===== config.mk =====
export PLATFORM = sky130hd
export DESIGN_NAME = merq_front
export DESIGN_NICKNAME = d
export VERILOG_FILES = /design/src/rtl/merq_pkg.sv /design/src/rtl/merq_front.sv
export SDC_FILE = /design/constraint.sdc
export NUM_CORES = 1
export LEC_CHECK = 0
export ABC_AREA = 1
export CAP_MARGIN = 0
export CELL_PAD_IN_SITES_DETAIL_PLACEMENT = 1
export CELL_PAD_IN_SITES_GLOBAL_PLACEMENT = 1
export CORE_MARGIN = 4
export CORE_UTILIZATION = 40
export CTS_CLUSTER_DIAMETER = 30
export DETAILED_ROUTE_END_ITERATION = 7
export DONT_BUFFER_PORTS = 1
export PLACE_DENSITY = 0.79
export SLEW_MARGIN = 20
export SYNTH_ARGS = -nofsm -noshare
export SYNTH_HDL_FRONTEND = slang
export SYNTH_SLANG_ARGS = --single-unit

===== constraint.sdc =====
create_clock -name clk -period 20.7 [get_ports clk]
set_clock_uncertainty 0.2 [all_clocks]
set_input_delay 3.105 -clock clk [delete_from_list [all_inputs] [get_ports clk]]
set_output_delay 3.105 -clock clk [all_outputs]
set_load 0.1 [all_outputs]

===== src/rtl/merq_pkg.sv =====
package merq_pkg;

	localparam int MAX_SUBSCRIBERS_DEF = 8;
	localparam int RING_DEPTH_DEF      = 64;
	localparam int MIN_RING_DEF        = 8;
	localparam int PAYLOAD_BITS_DEF    = 64;
	localparam int CMD_DEPTH           = 2;

	typedef enum logic [1:0] {
		ACT_PUBLISH     = 2'd0,
		ACT_SUBSCRIBE   = 2'd1,
		ACT_UNSUBSCRIBE = 2'd2,
		ACT_POLL        = 2'd3
	} action_t;

	typedef struct packed {
		logic [1:0]  action;
		logic [63:0] event_payload;
		logic [63:0] event_time;
		logic [63:0] now_time;
		logic [31:0] handle;
		logic [15:0] ring_capacity;
	} in_item_t;

	typedef struct packed {
		logic        ok;
		logic [31:0] new_handle;
		logic [63:0] out_payload;
		logic [63:0] out_epoch;
		logic [63:0] out_time;
		logic [31:0] overflow_count;
	} out_item_t;

	// Classified command passed from the front part to the back part.
	typedef struct packed {
		action_t     action;
		logic [63:0] payload;
		logic [63:0] stamp;
		logic [31:0] handle;
		logic [15:0] cap;
	} cmd_t;

	// Ring size: at least the minimum, rounded up to a power of two, capped by depth.
	function automatic logic [15:0] size_ring(input logic [15:0] req, input int min_ring,
			input int depth);
		logic [16:0] want;
		logic [16:0] cap;
		want = (req < 16'(min_ring)) ? 17'(min_ring) : {1'b0, req};
		cap = 17'd1;
		for (int k = 0; k < 16; k++) begin
			if (cap < want && (cap << 1) <= 17'(depth))
				cap = cap << 1;
		end
		return cap[15:0];
	endfunction

endpackage


===== src/rtl/merq_front.sv =====
module merq_front #(
	parameter int PAYLOAD_BITS = 64
) (
	input  logic               clk,
	input  logic               arst_n,
	input  logic               in_valid,
	output logic               in_ready,
	input  merq_pkg::in_item_t in_data,
	output logic               cmd_valid,
	input  logic               cmd_ready,
	output merq_pkg::cmd_t     cmd_data
);
	import merq_pkg::*;

	localparam int PW = $clog2(CMD_DEPTH);

	cmd_t            fifo_q [CMD_DEPTH];
	logic [PW-1:0]   wr_ptr_q, rd_ptr_q;
	logic [PW:0]     count_q;
	cmd_t            cmd_new;
	logic            push, pop;

	always_comb begin
		cmd_new.action  = action_t'(in_data.action);
		cmd_new.payload = in_data.event_payload & ({64{1'b1}} >> (64 - PAYLOAD_BITS));
		cmd_new.stamp   = (in_data.event_time != 64'd0) ? in_data.event_time
			: in_data.now_time;
		cmd_new.handle  = in_data.handle;
		cmd_new.cap     = in_data.ring_capacity;
	end

	assign in_ready  = (count_q != (PW+1)'(CMD_DEPTH));
	assign cmd_valid = (count_q != '0);
	assign cmd_data  = fifo_q[rd_ptr_q];
	assign push      = in_valid && in_ready;
	assign pop       = cmd_valid && cmd_ready;

	always_ff @(posedge clk) begin
		if (push)
			fifo_q[wr_ptr_q] <= cmd_new;
	end

	always_ff @(posedge clk or negedge arst_n) begin
		if (!arst_n) begin
			wr_ptr_q <= '0;
			rd_ptr_q <= '0;
			count_q  <= '0;
		end else begin
			if (push)
				wr_ptr_q <= wr_ptr_q + 1'b1;
			if (pop)
				rd_ptr_q <= rd_ptr_q + 1'b1;
			count_q <= count_q + (PW+1)'(push) - (PW+1)'(pop);
		end
	end

endmodule


Word level (Yosys, flattened, before mapping) --
Memory sizes are Yosys's and may differ from the RTL's. Index checks and enable logic that the tools add are counted.
Cells by class: add/subtract/negate cells 4, reductions and logical operators 4, mux-type cells 3, eq/ne operators 1
Operators by type and width (count):
- $mux 64 | 1
- $reduce_bool 64->1 | 1
- $add 1x1->1 const B | 2
- $add 2x1->2 | 1
- $logic_and 1x1->1 | 2
- $mux 1 | 2
- $ne 2x2->1 const B | 1
- $reduce_bool 2->1 | 1
- $sub 2x1->2 | 1
Storage, ports and cells: flip-flop bits (word level) 4, input bits 246, memories kept 1, RAM bits 356, logic and storage cells 16
Memory list:
- fifo_q | depth 2, width 178, read ports 1, clocked after Yosys merged registers in 0, write ports 1, line merq_front.sv:17 | cmd_t fifo_q [CMD_DEPTH];

Depth between registers and ports, before layout --
Gate-level depths: netlist of the first run.
depth in word-level cells 4, gate-level depth with buffers 8

Least setup slack after synthesis of the first run --
OpenSTA, ideal clock, no wires.
path kind input -> register, start point in in_valid, end point mem fifo_q[1][0] (netlist bit) (enable), slack 9.113 ns, buffers on the path 0, data arrival time 10.666 ns, stages 2, path through nand2_1 nor2_1
On the way: cells in the longest elaborated chain, start to end 3
Ends and longest elaborated chain:
- start, declared | line merq_front.sv:6 | input logic in_valid,
- $logic_and 1x1->1 | line merq_front.sv:35 | assign push = in_valid && in_ready;
- $mux 1 | line merq_front.sv:39 | if (push)
- $mux 1 (implied by the code) | line merq_front.sv:40 | fifo_q[wr_ptr_q] <= cmd_new;
- end, declared | line merq_front.sv:17
No other way between the ends.

==> results of run 1 <==
[cell usage in the layout (no fill, tap or decap)]
| master | n |
|---|---|
| sky130_fd_sc_hd__nor2_1 | 37 |
| sky130_fd_sc_hd__xnor2_1 | 2 |
| sky130_fd_sc_hd__inv_1 | 68 |
| sky130_fd_sc_hd__clkbuf_1 | 9 |
| sky130_fd_sc_hd__or2_2 | 1 |
| sky130_fd_sc_hd__inv_6 | 6 |
| sky130_fd_sc_hd__nand3_2 | 18 |
| sky130_fd_sc_hd__a21oi_1 | 1 |
| sky130_fd_sc_hd__edfxtp_1 | 356 |
| sky130_fd_sc_hd__ha_1 | 2 |
| sky130_fd_sc_hd__clkinv_4 | 3 |
| sky130_fd_sc_hd__buf_16 | 1 |
| sky130_fd_sc_hd__clkinv_1 | 12 |
| sky130_fd_sc_hd__inv_16 | 2 |
| sky130_fd_sc_hd__diode_2 | 2 |
| sky130_fd_sc_hd__clkbuf_16 | 76 |
| sky130_fd_sc_hd__clkinvlp_4 | 9 |
| sky130_fd_sc_hd__nor2_4 | 4 |
| sky130_fd_sc_hd__nand2_1 | 617 |
| sky130_fd_sc_hd__bufinv_16 | 11 |
| sky130_fd_sc_hd__buf_4 | 9 |
| sky130_fd_sc_hd__clkinv_8 | 1 |
| sky130_fd_sc_hd__dfrtp_1 | 3 |
| sky130_fd_sc_hd__xor2_1 | 1 |
| sky130_fd_sc_hd__nand3_1 | 50 |
| sky130_fd_sc_hd__dfrtp_4 | 1 |
| sky130_fd_sc_hd__clkinv_2 | 8 |
[cells by family (layout without fill, tap and decap cells)]
family	count (synthesis)	count (layout)	share of synthesized area, %
and+or+nand+nor	727	727	20.4
DFF	360	360	75.3
buffers and inverters	120	215	3.92
xor gates and xnor gates	3	3	0.183
adders and majority gates	2	2	0.175
AOI/OAI and AO/OA	1	1	0.0349
other	0	2	0
[flip-flops by register name, indices dropped and copies added, names as in the netlist]
name,count
count_q,2
fifo_q,356
rd_ptr_q,1
wr_ptr_q,1
[per-layer routing]
metal | track usage [%] | part of all wire (%) | vias up
li1 | - | - | 4101
met1 | 20.8 | 34 | 4369
met2 | 34.0 | 51 | 406
met3 | 8.65 | 11 | 81
met4 | 8.91 | 3.6 | 0
met5 | 0 | 0 | -
[layout make-up]
class / instances / area (µm²) / share of cell area, %
antenna: 2 / 5.00 / 0.0290
clock buffer: 85 / 1940 / 11.2
clock inverter: 51 / 609 / 3.53
inverter: 69 / 264 / 1.53
multi-input combinational: 733 / 2990 / 17.3
sequential: 360 / 10800 / 62.5
tap: 461 / 577 / 3.34
timing repair buffer: 10 / 95.1 / 0.551
[final timing paths]
kind | start | end | slack (ns)
setup reg to reg | count_q[1] | fifo_q[0][61] | 16.85
max in group asynchronous | arst_n | rd_ptr_q | 18.19
hold / removal | count_q[0] | count_q[0] | 0.33
setup / recovery | rd_ptr_q | cmd_data[47] | 13.46
hold reg to reg | count_q[0] | count_q[0] | 0.33
min in group asynchronous | arst_n | rd_ptr_q | 2.04
[metrics by stage]
stage | hold WS [ns] | utilization [%] | cells | setup WS, ns | cell area (µm²)
2_1_floorplan | 0.285 | - | 1213 | 9.11 | 14300
3_3_place_gp | 0.300 | 41.4 | 1632 | 14.00 | 14700
3_5_place_dp | 0.330 | 41.4 | 1632 | 13.95 | 14700
4_1_cts | 0.339 | 48.6 | 1768 | 13.30 | 17200
5_1_grt | 0.354 | 48.7 | 1770 | 13.13 | 17300
6_report | 0.332 | 48.7 | 1771 | 13.46 | 17300
==> flow_metrics.tcl, run 1 <==
set metrics [dict create \
    outcome "finished, final reports clean" \
    worst_path_required_time_ns 17.40 \
    via_count_of_the_first_global_routing_pass 9800 \
    num_vias 8957 \
    drive_gt1_share_pct 11.5 \
    synth.area.top_cells "sky130_fd_sc_hd__edfxtp_1 (75%), sky130_fd_sc_hd__nand2_1 (16%), sky130_fd_sc_hd__inv_1 (1.8%)" \
    hold_crit_depth 1 \
    timing.setup.critical_path_class "register to output pin" \
    syn_area_um2 14300 \
    core_um2 35500 \
    setup_viol_count_final 0 \
    critPathTopFamily "buffers and inverters" \
    synth.avg_cell_area_um2 11.8 \
    synthesis.nets 1461 \
    io_buffer_count 0 \
    yosys.area.top_type_share_pct 74.6 \
    drv_slew 0 \
    tritoncts_num_sinks 360 \
    path_buf_inv 2 \
    yosys_warnings 0 \
    top_level_ports 426 \
    floorplan.die.width_um 197 \
    nets 1496 \
    ant_nets 0 \
    worst_slew_margin_rel_pct 26.2 \
    synth-edff-count 356 \
    cts.clk_slew.worst_paths_ns 0.05 \
    fmax_mhz 138 \
    timing.critical_path.depth 4 \
    setup.worst_path.start_class "register" \
    layout_min_cycle_time_ns 7.24 \
    drt-pass1-iter-count 5 \
    crit_fanout 93 \
    primary_ff_master_synth "sky130_fd_sc_hd__edfxtp_1" \
    yosysMostFrequentCell "sky130_fd_sc_hd__nand2_1" \
    synth.ff_latch_count 360 \
    cts_setup_buffers 0 \
    hpwlAfterDp_um 26800 \
    data_arrival_time_at_the_worst_slack_endpoint_ns 3.94 \
    drcViolationCount 0 \
    antenna_violations_before_repair 2 \
    synth_top_cells_by_count "sky130_fd_sc_hd__nand2_1 (617), sky130_fd_sc_hd__edfxtp_1 (356), sky130_fd_sc_hd__inv_1 (68)" \
    timing.hold.worst.class "register to register" \
    worst_margin_slew_ns 1.11 \
    rows 69 \
    critical-path-slowest-cell "sky130_fd_sc_hd__buf_4" \
    tritoncts "done" \
    first_pass_grt_wire_length_um 58000 \
    asyncSetResetFlopFracSynth_pct 1.11 \
    design.die.area_um2 38900 \
    die_height_um 197 \
    area_growth_syn_to_layout_pct 20.5 \
    postCtsHoldBufs 0 \
    totalNegativeSetupSlack_ns 0 \
    cts_htree_levels 3 \
    synth.yosys.seq_area_share_pct 75.3 \
    routabilityCongestion 0.859 \
    worst_stage_delay_on_the_critical_path_ns 0.84 \
    groute.usage.overall_pct 19.7 \
    detail_route.iter0.violations 410 \
    cap_violations 0 \
    cts_bufs_inserted 74 \
    drt_wl_total_um 39500 \
    synth.distinct_cells 17 \
    rsz0062_at_grt "no" \
    num-fill-cells 3651 \
    clock-root-buffer "sky130_fd_sc_hd__clkbuf_16" \
    critPathMostFrequentCell "sky130_fd_sc_hd__nand2_1" \
    yosys.area.top_type "sky130_fd_sc_hd__edfxtp_1" \
    ctsResizeCount 0 \
    grt-ovfl-total 0 \
    finalHoldViolations 0 \
    synthCells 1213 \
    grt_start_max_net_pins 94 \
    crit_path_cells "inv_6 -> buf_4 -> nand2_1 -> nand2_1" \
    ff2ff_path_depth 5 \
    vias_per_instance 5.06 \
    worstSkewPairLatency_ns 0.56 \
    routed_wire_length_per_instance_um 22.3 \
    initial_utilization_pct 40.4 \
    cts_max_path_buffers 3 \
    worstSetupEndpointType "output pin" \
    min_period_over_period_pct 35.0 \
]
Power of run 1 is left out: the tool's default activity adds up to more than one toggle a clock period on the data nets, which glitch-free logic cannot reach.
==> run 2, diff against run 1 <==
ABC_AREA = 0   (was 1)
PLACE_DENSITY = 0.75   (was 0.79)
clock period = 6.9 ns   (was 20.7 ns; I/O delays follow)
==> run 2 against run 1 <==
First-iteration DRC count shrank 28%. Cell count shrank 31%. Synthesized area shrank 4.6%. Clock-buffer cell count shrank 7. Critical path depth shrank 2.
==> flow_metrics.tcl, run 2 <==
set metrics [dict create \
    area_growth_syn_to_layout_pct 21.2 \
    routabilityCongestion 0.825 \
    crit_fanout 74 \
    synth_top_cells_by_count "sky130_fd_sc_hd__edfxtp_1 (356), sky130_fd_sc_hd__mux2_2 (178), sky130_fd_sc_hd__a21o_1 (60)" \
    dp.cells 1094 \
    critical-path-slowest-cell "sky130_fd_sc_hd__dfrtp_4" \
    crit_path_cells "buf_4 -> mux2_2" \
    hold_ws_ns 0.316 \
    synth.avg_cell_area_um2 20.6 \
    seq_area_um2 10800 \
    top_level_ports 426 \
    vias_per_instance 5.32 \
    hpwlAfterDp_um 22800 \
    outcome "finished, final reports clean" \
    layout_min_cycle_time_ns 4.17 \
    yosys.area.top_type "sky130_fd_sc_hd__edfxtp_1" \
    synth.yosys.seq_area_share_pct 79.0 \
    totalNegativeSetupSlack_ns 0 \
    synth.ff_latch_count 360 \
    fmax_mhz 240 \
    tritoncts "done" \
    data_arrival_time_at_the_worst_slack_endpoint_ns 2.94 \
    worst_path_required_time_ns 5.66 \
    grt-ovfl-total 0 \
    timing.setup.critical_path_class "register to output pin" \
    clock-root-buffer "sky130_fd_sc_hd__clkbuf_16" \
    nets 970 \
    detail_route.iter0.violations 297 \
    drt-pass1-iter-count 4 \
    cts_max_path_buffers 3 \
    floorplan.die.width_um 193 \
    routed_wire_length_per_instance_um 27.1 \
    drt_wl_total_um 33300 \
    worstSetupEndpointType "output pin" \
    synth.mux.area_fraction_pct 14.7 \
    yosys.area.top_type_share_pct 78.2 \
    via_count_of_the_first_global_routing_pass 7402 \
    yosys.area_share.adder_pct 0.183 \
    path_buf_inv 1 \
    groute.usage.overall_pct 17.1 \
    worst_stage_delay_on_the_critical_path_ns 1.08 \
    synth.area.top_cells "sky130_fd_sc_hd__edfxtp_1 (78%), sky130_fd_sc_hd__mux2_2 (15%), sky130_fd_sc_hd__a21o_1 (3.3%)" \
    num-fill-cells 3034 \
    cts_setup_buffers 0 \
    num_vias 6538 \
    asyncSetResetFlopFracSynth_pct 1.11 \
    core_um2 33600 \
    rows 67 \
    first_pass_grt_wire_length_um 46300 \
    multi_input_comb_area_um2 2740 \
    utilization_pct 49.3 \
    synth.distinct_cells 22 \
    setup_viol_count_final 0 \
    synthSimpleGateAreaFrac_pct 1.31 \
    synth-edff-count 356 \
    setup.worst_path.start_class "register" \
    worstSkewPairLatency_ns 0.54 \
    yosys_warnings 0 \
    tritoncts_num_sinks 360 \
    antenna_violations_before_repair 3 \
    drive_gt1_share_pct 40.7 \
    yosysMostFrequentCell "sky130_fd_sc_hd__edfxtp_1" \
    ctsResizeCount 0 \
    cts.clk_slew.worst_paths_ns 0.04 \
    design.die.area_um2 37200 \
    rsz0062_at_grt "no" \
    finalHoldViolations 0 \
    area_share_of_xor_xnor_cells_in_the_synthesized_design_pct 0.256 \
    top_regs "fifo_q (356), count_q (2)" \
    ant_nets 0 \
    synthesis.nets 910 \
    mostFrequentLayoutCells "sky130_fd_sc_hd__edfxtp_1 (356), sky130_fd_sc_hd__mux2_2 (178), sky130_fd_sc_hd__clkbuf_16 (75)" \
    cap_violations 0 \
    critPathTopFamily "flip-flops" \
    timing.hold.worst.class "register to register" \
    grt_start_max_net_pins 80 \
    syn_area_um2 13700 \
    finalNonFillerCells 1229 \
    worst_slew_margin_rel_pct 25.4 \
    synthCells 662 \
    postCtsHoldBufs 1 \
    largest_register_ffs 356 \
    registers.top_by_ff_count "fifo_q" \
    worst_margin_slew_ns 1.12 \
    synth_compound_gate_area_share_pct 3.55 \
    final_common_cell "sky130_fd_sc_hd__edfxtp_1" \
    primary_ff_master_synth "sky130_fd_sc_hd__edfxtp_1" \
    cts_bufs_inserted 73 \
    io_buffer_count 0 \
    min_period_over_period_pct 60.5 \
    drcViolationCount 0 \
    initial_utilization_pct 40.7 \
    drv_slew 0 \
    die_height_um 193 \
    cts_htree_levels 3 \
    synth_top_family_by_area "multiplexers" \
]
-- run 2: cell count changes in the layout (fill, tap and decap cells not counted), moves of 6 or more --
| cell | previous run | this run |
|---|---|---|
| sky130_fd_sc_hd__nand3_1 | 50 | 0 |
| sky130_fd_sc_hd__mux2_2 | 0 | 178 |
| sky130_fd_sc_hd__nor4_1 | 0 | 16 |
| sky130_fd_sc_hd__bufinv_16 | 11 | 5 |
| sky130_fd_sc_hd__a21o_1 | 0 | 60 |
| sky130_fd_sc_hd__nor2_1 | 37 | 0 |
| sky130_fd_sc_hd__inv_1 | 68 | 1 |
| sky130_fd_sc_hd__nand3_2 | 18 | 0 |
| sky130_fd_sc_hd__nand2_1 | 617 | 1 |
| sky130_fd_sc_hd__clkbuf_1 | 9 | 3 |
-- run 2: worst paths after layout --
path                            startpoint       endpoint  slack (ns)  cells after the start
worst max register to register  count_q[0]  fifo_q[0][78]        3.55                      4
worst min register to register  count_q[1]     count_q[1]        0.32                      1
min in group asynchronous           arst_n     count_q[1]        0.58                      1
worst min-delay path            count_q[1]     count_q[1]        0.32                      1
worst max-delay path              rd_ptr_q  cmd_data[127]        2.73                      2
max in group asynchronous           arst_n       rd_ptr_q        5.71                      1
-- run 2: cell families after synthesis --
| group | Yosys count |
|---|---|
| flops | 360 |
| mux | 178 |
| compound gates | 64 |
| buf+inv | 27 |
| simple gates | 27 |
| xor+xnor | 4 |
| fa+ha+maj | 2 |
-- run 2: layout make-up --
cell class / instances / share of cell area [%]
timing repair buffer: 11 / 0.589
clock buffer: 78 / 11.4
inverter: 1 / 0.0227
sequential: 360 / 65.2
clock inverter: 54 / 2.86
tap: 448 / 3.38
multi-input combinational: 275 / 16.6
antenna: 2 / 0.0302
-- run 2: per-layer routing --
metal	wire (µm)	global-route usage, %
met5	20	0
met1	10800	17.2
met3	4220	8.41
met2	17100	29.7
met4	1150	8.15
-- run 2: through the flow --
| step | setup slack (ns) | instance area (µm²) |
|---|---|---|
| floorplan | 0.166 | 13700 |
| global placement | 3.19 | 14200 |
| detailed placement | 3.19 | 14200 |
| CTS | 2.57 | 16600 |
| global route | 2.51 | 16600 |
| finish | 2.73 | 16600 |
-- run 2: worst reg2reg max path: cells and delay by family (launching register included) --
kind                   cells  cell delay (ns)
AND/OR/NAND/NOR            3             1.72
buffers and inverters      1             0.63
flip-flops                 1             0.36
Power of run 2 is left out for the same reason.
==> run 3, diff against run 2 <==
PLACE_DENSITY = 0.77   (was 0.75)
clock period = 3.39 ns   (was 6.9 ns; I/O delays follow)
==> run 3 against run 2 <==
Via count increased by 16%. Non-clock buffer count increased by 249. Clock-buffer cell count increased by 7. Worst setup slack got worse by 2.3 ns. First-iteration DRC count increased by 25%. Critical path depth increased by 4. Wire length increased by 24%. Sequential share of layout area decreased by 8.7 points. Design area increased by 15%. Critical path type is now primary input to register. Critical endpoint is now fifo_q[0][101]. Highest routed layer unchanged.
==> flow_metrics.tcl, run 3 (synthesized netlist as in run 2, its figures left out) <==
set metrics [dict create \
    cts_max_path_buffers 3 \
    crit_path_cells "nor4_1 -> nand4_1 -> nor4_4 -> buf_12 -> a21o_1 -> dlygate4sd3_1" \
    timing.hold.worst.class "primary input to async pin" \
    nets 1217 \
    mostFrequentLayoutCells "sky130_fd_sc_hd__edfxtp_1 (356), sky130_fd_sc_hd__dlygate4sd3_1 (245), sky130_fd_sc_hd__mux2_2 (178)" \
    finalHoldViolations 0 \
    grt_start_max_net_pins 94 \
    clock-root-buffer "sky130_fd_sc_hd__clkbuf_16" \
    groute.usage.overall_pct 21.7 \
    die_height_um 193 \
    rr_startpoint "count_q[1]" \
    ant_nets 0 \
    multi_input_comb_area_um2 2760 \
    cts_setup_buffers 0 \
    min_period_over_period_pct 88.6 \
    via_count_of_the_first_global_routing_pass 8952 \
    cts_bufs_inserted 71 \
    r2r_end "fifo_q[1][165]" \
    io_buffer_count 0 \
    worstSkewPairLatency_ns 0.53 \
    drive_gt1_share_pct 30.3 \
    detail_route.iter0.violations 372 \
    cap_violations 0 \
    outcome "finished, final reports clean" \
    worst_margin_slew_ns 0.752 \
    critical-path-slowest-cell "sky130_fd_sc_hd__dlygate4sd3_1" \
    ff2ff_path_depth 3 \
    first_pass_grt_wire_length_um 58700 \
    drt_wl_total_um 41400 \
    antenna_violations_before_repair 4 \
    worst_path_required_time_ns 3.56 \
    largest_register_ffs 356 \
    final_common_cell "sky130_fd_sc_hd__edfxtp_1" \
    hpwlAfterDp_um 22400 \
    vias_per_instance 5.16 \
    totalNegativeSetupSlack_ns 0 \
    drv_slew 0 \
    grt-ovfl-total 0 \
    rsz0062_at_grt "no" \
    drcViolationCount 0 \
    layout_min_cycle_time_ns 3.00 \
    routed_wire_length_per_instance_um 28.1 \
    routabilityCongestion 0.758 \
    crit_fanout 60 \
    initial_utilization_pct 40.7 \
    num_vias 7599 \
    design.die.area_um2 37200 \
    rows 67 \
    worst_slew_margin_rel_pct 49.9 \
    area_growth_syn_to_layout_pct 39.9 \
    floorplan.die.width_um 193 \
    postCtsHoldBufs 245 \
    core_um2 33600 \
    tritoncts_num_sinks 360 \
    num-fill-cells 2913 \
    timing.reg2reg.setup_slack_ns 1.04 \
    critPathTopFamily "simple AND/OR/NAND/NOR gates" \
    top_regs "fifo_q (356), count_q (2)" \
    worstSetupEndpointType "register" \
    setup_viol_count_final 0 \
    drt-pass1-iter-count 4 \
    worst_stage_delay_on_the_critical_path_ns 0.65 \
    cts.clk_slew.worst_paths_ns 0.05 \
    top_level_ports 426 \
    timing.setup.critical_path_class "primary input to register" \
    path_buf_inv 2 \
    tritoncts "done" \
    registers.top_by_ff_count "fifo_q" \
    fmax_mhz 333 \
    data_arrival_time_at_the_worst_slack_endpoint_ns 3.18 \
    setup.worst_path.start_class "primary input" \
    ctsResizeCount 0 \
    cts_htree_levels 3 \
    seq_area_um2 10800 \
]
run 3: area by class of cell:
class	count	share of cell area, %
timing repair buffer	260	14.0
multi-input combinational	275	14.4
clock inverter	43	2.23
inverter	1	0.0196
sequential	360	56.5
antenna	2	0.0262
tap	448	2.93
clock buffer	85	9.90
run 3: worst reg2reg max path: stages, from the launching register on:
cell                       delay, ns
sky130_fd_sc_hd__dfrtp_1        0.43
sky130_fd_sc_hd__nand2b_4       0.31
sky130_fd_sc_hd__and3_4         0.73
sky130_fd_sc_hd__buf_4          0.38
run 3: stage by stage:
| stage | util (%) | setup WS (ns) | instance area [µm²] | cells | hold slack, ns |
|---|---|---|---|---|---|
| floorplan | - | -0.684 | 13700 | 662 | 0.0129 |
| global route | 56.9 | 0.322 | 19100 | 1474 | 0.0459 |
| detailed placement | 42.7 | 0.313 | 14300 | 1099 | 0.0130 |
| global placement | 42.7 | 0.327 | 14300 | 1099 | 0.0131 |
| CTS | 56.9 | 0.296 | 19100 | 1472 | 0.0319 |
| finish | 56.9 | 0.385 | 19100 | 1474 | 0.0612 |
run 3: how the worst max path moves through the flow:
stage	from	end	slack, ns	depth (start not counted)
after global placement	in_data[139]	fifo_q[0][111]	0.33	5
final	in_data[147]	fifo_q[0][101]	0.39	6
after CTS	in_data[139]	fifo_q[1][103]	0.30	6
after detailed placement	in_data[139]	fifo_q[0][96]	0.31	5
after global routing	in_data[147]	fifo_q[1][110]	0.32	6
after floorplan	count_q[1]	fifo_q[0][0]	-0.68	3
run 3: per-layer routing:
metal  GRT usage (%)  vias to the layer above  wire length (µm)
li1                -                     3303                 -
met1            22.0                     3804             13900
met5               0                        -                21
met2            39.2                      414             22000
met3            9.04                       74              4180
met4            8.86                        4              1250
Power of run 3 is left out for the same reason.
